<file path="config.mk">
export PLATFORM = sky130hd
export DESIGN_NAME = pcs_ctrl
export DESIGN_NICKNAME = d
export VERILOG_FILES = /design/src/rtl/pcs_pkg.sv /design/src/rtl/pcs_ctrl.sv
export SDC_FILE = /design/constraint.sdc
export NUM_CORES = 1
export LEC_CHECK = 0
export BUFFER_PORTS_ARGS = -buffer_cell sky130_fd_sc_hd__buf_2
export CAP_MARGIN = 10
export CORE_AREA = 4 4 41 43
export DETAILED_ROUTE_END_ITERATION = 8
export DIE_AREA = 0 0 45 47
export SLEW_MARGIN = 20
export SYNTH_ARGS = -nofsm -noshare
export SYNTH_HDL_FRONTEND = slang
export SYNTH_SLANG_ARGS = --single-unit
</file>
<file path="constraint.sdc">
create_clock -name aclk -period 1.8 [get_ports aclk]
set_clock_uncertainty 0.05 [all_clocks]
set_input_delay 0.36 -clock aclk [delete_from_list [all_inputs] [get_ports aclk]]
set_output_delay 0.36 -clock aclk [all_outputs]
set_load 0.01 [all_outputs]
</file>
<file path="src/rtl/pcs_pkg.sv">
// ---------------------------------------------------------------------------
// pcs_pkg
// shared types, constants and helpers of the placement contact scorer
// ---------------------------------------------------------------------------
package pcs_pkg;

    localparam int MAX_BOXES_DEF = 64;
    localparam int CW = 12;
    localparam int AREA_W = 27;
    localparam logic [AREA_W-1:0] AREA_MAX = {AREA_W{1'b1}};

    localparam logic [CW-1:0] WIDTH_RST  = 12'd1200;
    localparam logic [CW-1:0] DEPTH_RST  = 12'd800;
    localparam logic [CW-1:0] HEIGHT_RST = 12'd1000;
    localparam logic [CW-1:0] GAP_RST    = 12'd40;

    // register indexes
    localparam logic [1:0] REG_WIDTH  = 2'd0;
    localparam logic [1:0] REG_DEPTH  = 2'd1;
    localparam logic [1:0] REG_HEIGHT = 2'd2;
    localparam logic [1:0] REG_GAP    = 2'd3;

    localparam logic KIND_CLEAR = 1'b0;
    localparam logic KIND_PLACE = 1'b1;

    typedef struct packed {
        logic [CW-1:0] x, y, z, w, d, h;
    } box_t;

    typedef struct packed {
        logic [CW-1:0] width, depth, height, gap;
    } cfg_t;

    typedef enum logic [2:0] {
        ST_IDLE, ST_WALL, ST_SCAN, ST_DRAIN, ST_DONE
    } state_t;

    // controller to datapath
    typedef struct packed {
        logic load;
        logic wall;
        logic scan;
        logic store;
        logic clear;
        logic reject;
    } cmd_t;

    // datapath to controller
    typedef struct packed {
        logic is_clear;
        logic full;
        logic scan_last;
        logic scan_busy;
        logic empty;
    } stat_t;

    typedef struct packed {
        logic [AREA_W-1:0] wall_area;
        logic [AREA_W-1:0] item_area;
        logic [2:0] walls_touched;
        logic [12:0] height_gap;
        logic neighbour_found;
        logic store_full;
    } res_t;

    // length of overlap of two ranges
    function automatic logic [12:0] ov_len(logic [12:0] a0, logic [12:0] a1,
                                           logic [12:0] b0, logic [12:0] b1);
        logic [12:0] lo, hi;
        lo = (a0 > b0) ? a0 : b0;
        hi = (a1 < b1) ? a1 : b1;
        return (hi > lo) ? hi - lo : 13'd0;
    endfunction

    // gap between two ranges
    function automatic logic [12:0] gap_len(logic [12:0] a0, logic [12:0] a1,
                                            logic [12:0] b0, logic [12:0] b1);
        if (a1 <= b0) return b0 - a1;
        if (b1 <= a0) return a0 - b1;
        return 13'd0;
    endfunction

endpackage

</file>
<file path="src/rtl/pcs_ctrl.sv">
// ---------------------------------------------------------------------------
// pcs_ctrl
// sequencer: accept, wall pass, store scan, result hand-off
// ---------------------------------------------------------------------------
module pcs_ctrl (
    input  logic             aclk,
    input  logic             aresetn,
    input  logic             in_valid,
    output logic             in_ready,
    output logic             out_valid,
    input  logic             out_ready,
    input  pcs_pkg::stat_t   stat,
    output pcs_pkg::cmd_t    cmd
);
    pcs_pkg::state_t state_reg, state_next;

    // state register
    always_ff @(posedge aclk) begin
        if (!aresetn) begin
            state_reg <= pcs_pkg::ST_IDLE;
        end else begin
            state_reg <= state_next;
        end
    end

    // next state and commands
    always_comb begin
        state_next = state_reg;
        cmd = '0;
        in_ready = 1'b0;
        out_valid = 1'b0;
        unique case (state_reg)
            pcs_pkg::ST_IDLE: begin
                in_ready = 1'b1;
                if (in_valid) begin
                    cmd.load = 1'b1;
                    state_next = pcs_pkg::ST_WALL;
                end
            end
            pcs_pkg::ST_WALL: begin
                if (stat.is_clear) begin
                    cmd.clear = 1'b1;
                    state_next = pcs_pkg::ST_DONE;
                end else if (stat.full) begin
                    cmd.reject = 1'b1;
                    state_next = pcs_pkg::ST_DONE;
                end else begin
                    cmd.wall = 1'b1;
                    state_next = stat.empty ? pcs_pkg::ST_DRAIN : pcs_pkg::ST_SCAN;
                end
            end
            pcs_pkg::ST_SCAN: begin
                cmd.scan = 1'b1;
                if (stat.scan_last) state_next = pcs_pkg::ST_DRAIN;
            end
            pcs_pkg::ST_DRAIN: begin
                // wait for the last compare to leave the pipeline
                if (!stat.scan_busy) begin
                    cmd.store = 1'b1;
                    state_next = pcs_pkg::ST_DONE;
                end
            end
            pcs_pkg::ST_DONE: begin
                out_valid = 1'b1;
                if (out_ready) state_next = pcs_pkg::ST_IDLE;
            end
            default: state_next = pcs_pkg::ST_IDLE;
        endcase
    end
endmodule

</file>
==> flow_summary.json <==
{
  "status": "complete, no violations",
  "ys_ff_latch": 3,
  "drv_cap": 0,
  "finalWirelength_um": 668,
  "antenna_found_initial": 0,
  "cp-end-kind": "primary output",
  "cp.arrival_ns": 1.20,
  "fin_tns_setup_ns": 0,
  "drive_gt1_frac": 0.373,
  "rsz0062_at_grt": "no",
  "worstSetupStartpointType": "flip-flop",
  "syn_to_final_growth_pct": 47.7,
  "wl_per_cell_um": 10.1,
  "synthDistinctLibCells": 20,
  "relSlewSlack": 0.779,
  "cts_buffers": 3,
  "io_pins": 17,
  "power_leakage_nw": 0.188,
  "r2r_cells": 3,
  "ys_top_cells_by_area": "dfxtp_1 (24%), mux2i_1 (8.1%), nor3_1 (8.1%), nor2_1 (6.1%), and2_1 (5.1%)",
  "io_buffers": 16,
  "slowest_delay_ns": 0.50,
  "cts.sinks": 3,
  "route.detailed.drc": 0,
  "clk_pin_slew_ns": 0.03,
  "grt_pass1_vias": 257,
  "grt_pass1_wl_um": 1070,
  "synth_top_area_share": 0.244,
  "worstSetupPathType": "flip-flop to primary output",
  "ctsResizeCount": 0,
  "ys_seq_area_frac": 0.244,
  "grt_max_degree": 12,
  "worst_pin_slew_ns": 0.331,
  "path_cells": "nand2_1 > nor3b_1 > buf_2",
  "clock_path_buffers": 2,
  "grt_usage": 0.0727,
  "htree_levels": 1,
  "crit_fanout": 11,
  "max_freq_ghz": 0.620,
  "cts_tree": "yes",
  "switchingPower_w": 0.000153,
  "dpl_worst_slack_ns": 0.251,
  "synth_fp_nets": 42,
  "drt_pass1_iterations": 3,
  "crit_slowest_cell": "dfxtp_1",
  "num_vias": 287,
  "period_needed_ns": 1.61,
  "finalCritPeriodShare": 0.896,
  "power_frac_clock": 0.296,
  "yosysWarnings": 0,
  "fin_ws_ns": 0.188,
  "finalSetupViolCount": 0,
  "cts_hold_buf": 0,
  "clkLatencyLatePin_ns": 0.23,
  "syn_avg_cell_area_um2": 7.47,
  "syn_area_um2": 246,
  "whs_ns": 0.368,
  "syn-instance-count": 33,
  "first_iter_violations": 2,
  "finish.utilization": 0.280,
  "p_sw_frac": 0.383,
  "fillers": 148,
  "required_ns": 1.39,
  "nets": 61,
  "drv_slew": 0,
  "rows": 13,
  "largest_reg_flops": 3,
  "die_y_um": 47,
  "p_int_w": 0.000246,
  "start_util": 0.189,
  "n_antenna_cell": 0,
  "synth_top_area_cell": "dfxtp_1",
  "powerDensity_nw_per_um2": 1100,
  "holdCritPathClass": "input pin to flip-flop",
  "die-width_um": 45,
  "min_path_cells": 3,
  "core_um2": 1300,
  "dieArea_um2": 2120,
  "seqPwrFrac": 0.300,
  "ant_nets": 0,
  "place_congestion": 0.673,
  "p_comb_frac": 0.404,
  "hold_viol_final": 0,
  "dp_hpwl_um": 527,
  "grt-ovfl-total": 0,
  "cts-root-buf": "clkbuf_4",
  "drt-vias-per-instance": 4.35,
  "ir_drop_mv": 0.334,
  "cts_setup_buffers": 0
}
-- cells by family after synthesis --
logic type / after synthesis / synth area share
buffers and inverters: 3 / 0.0457
AOI/OAI and AO/OA: 4 / 0.132
and+or+nand+nor: 21 / 0.498
DFF: 3 / 0.244
muxes: 2 / 0.0812
-- layer usage --
metal | up-vias | global-route usage | part of all wire
met4 | 0 | 0.0702 | 0
met5 | - | 0 | 0
met2 | 9 | 0.0989 | 0.44
met1 | 124 | 0.0886 | 0.47
li1 | 154 | - | -
met3 | 0 | 0.0230 | 0.088
-- layout by cell type (no fill, tap or decap), drive strengths merged, types with 2 or more instances in the layout --
cell    count
clkbuf      4
dfxtp       3
and2        2
buf        16
nand2       2
nor2        4
mux2i       2
nand2b      2
nor3        4
-- power by group through the flow --
| stage | logic, W | clock network [W] | registers (W) |
|---|---|---|---|
| after floorplan | 0.000135 | 0 | 0.0000905 |
| after global placement | 0.000162 | 0 | 0.000122 |
| after detailed placement | 0.000164 | 0 | 0.000121 |
| after CTS | 0.000164 | 0.000126 | 0.000120 |
| after global routing | 0.000183 | 0.000131 | 0.000126 |
| final | 0.000161 | 0.000118 | 0.000120 |
-- synth_stat cells --
master,number
nor2_1,4
nor3_1,4
dfxtp_1,3
and2_1,2
clkbuf_1,2
mux2i_1,2
nand2_1,2
nand2b_1,2
a211o_1,1
a21o_1,1
a22oi_1,1
a32oi_1,1
and3_1,1
and4_1,1
inv_1,1
nor2b_1,1
nor3b_1,1
nor4b_1,1
or2b_1,1
or4b_1,1
-- layout make-up --
cell class,count,area [um2],share of cell area
multi-input combinational,27,175,0.481
timing repair buffer,16,80.1,0.220
sequential,3,60.1,0.165
clock buffer,4,26.3,0.0722
tap,15,18.8,0.0515
inverter,1,3.75,0.0103
-- final timing paths --
| kind | end | slack (ns) | startpoint |
|---|---|---|---|
| worst min register to register | state_reg[0] | 0.56 | state_reg[0] |
| worst max-delay path | cmd[0] | 0.19 | state_reg[0] |
| worst min-delay path | state_reg[0] | 0.37 | aresetn |
| worst max register to register | state_reg[0] | 0.36 | state_reg[1] |
-- metrics by stage --
| stage | instance area (um2) | power, W | std cells |
|---|---|---|---|
| floorplan | 246 | 0.000226 | 33 |
| global placement | 338 | 0.000284 | 62 |
| detailed placement | 338 | 0.000285 | 62 |
| CTS | 364 | 0.000410 | 66 |
| global route | 364 | 0.000440 | 66 |
| finish | 364 | 0.000399 | 66 |
-- worst max-delay path: cells and delay by family, from the launching register on --
family        cells  cell delay, ns
flops             1            0.50
buf+inv           1            0.15
simple gates      2            0.31
Power figures use the tool's default switching activity.
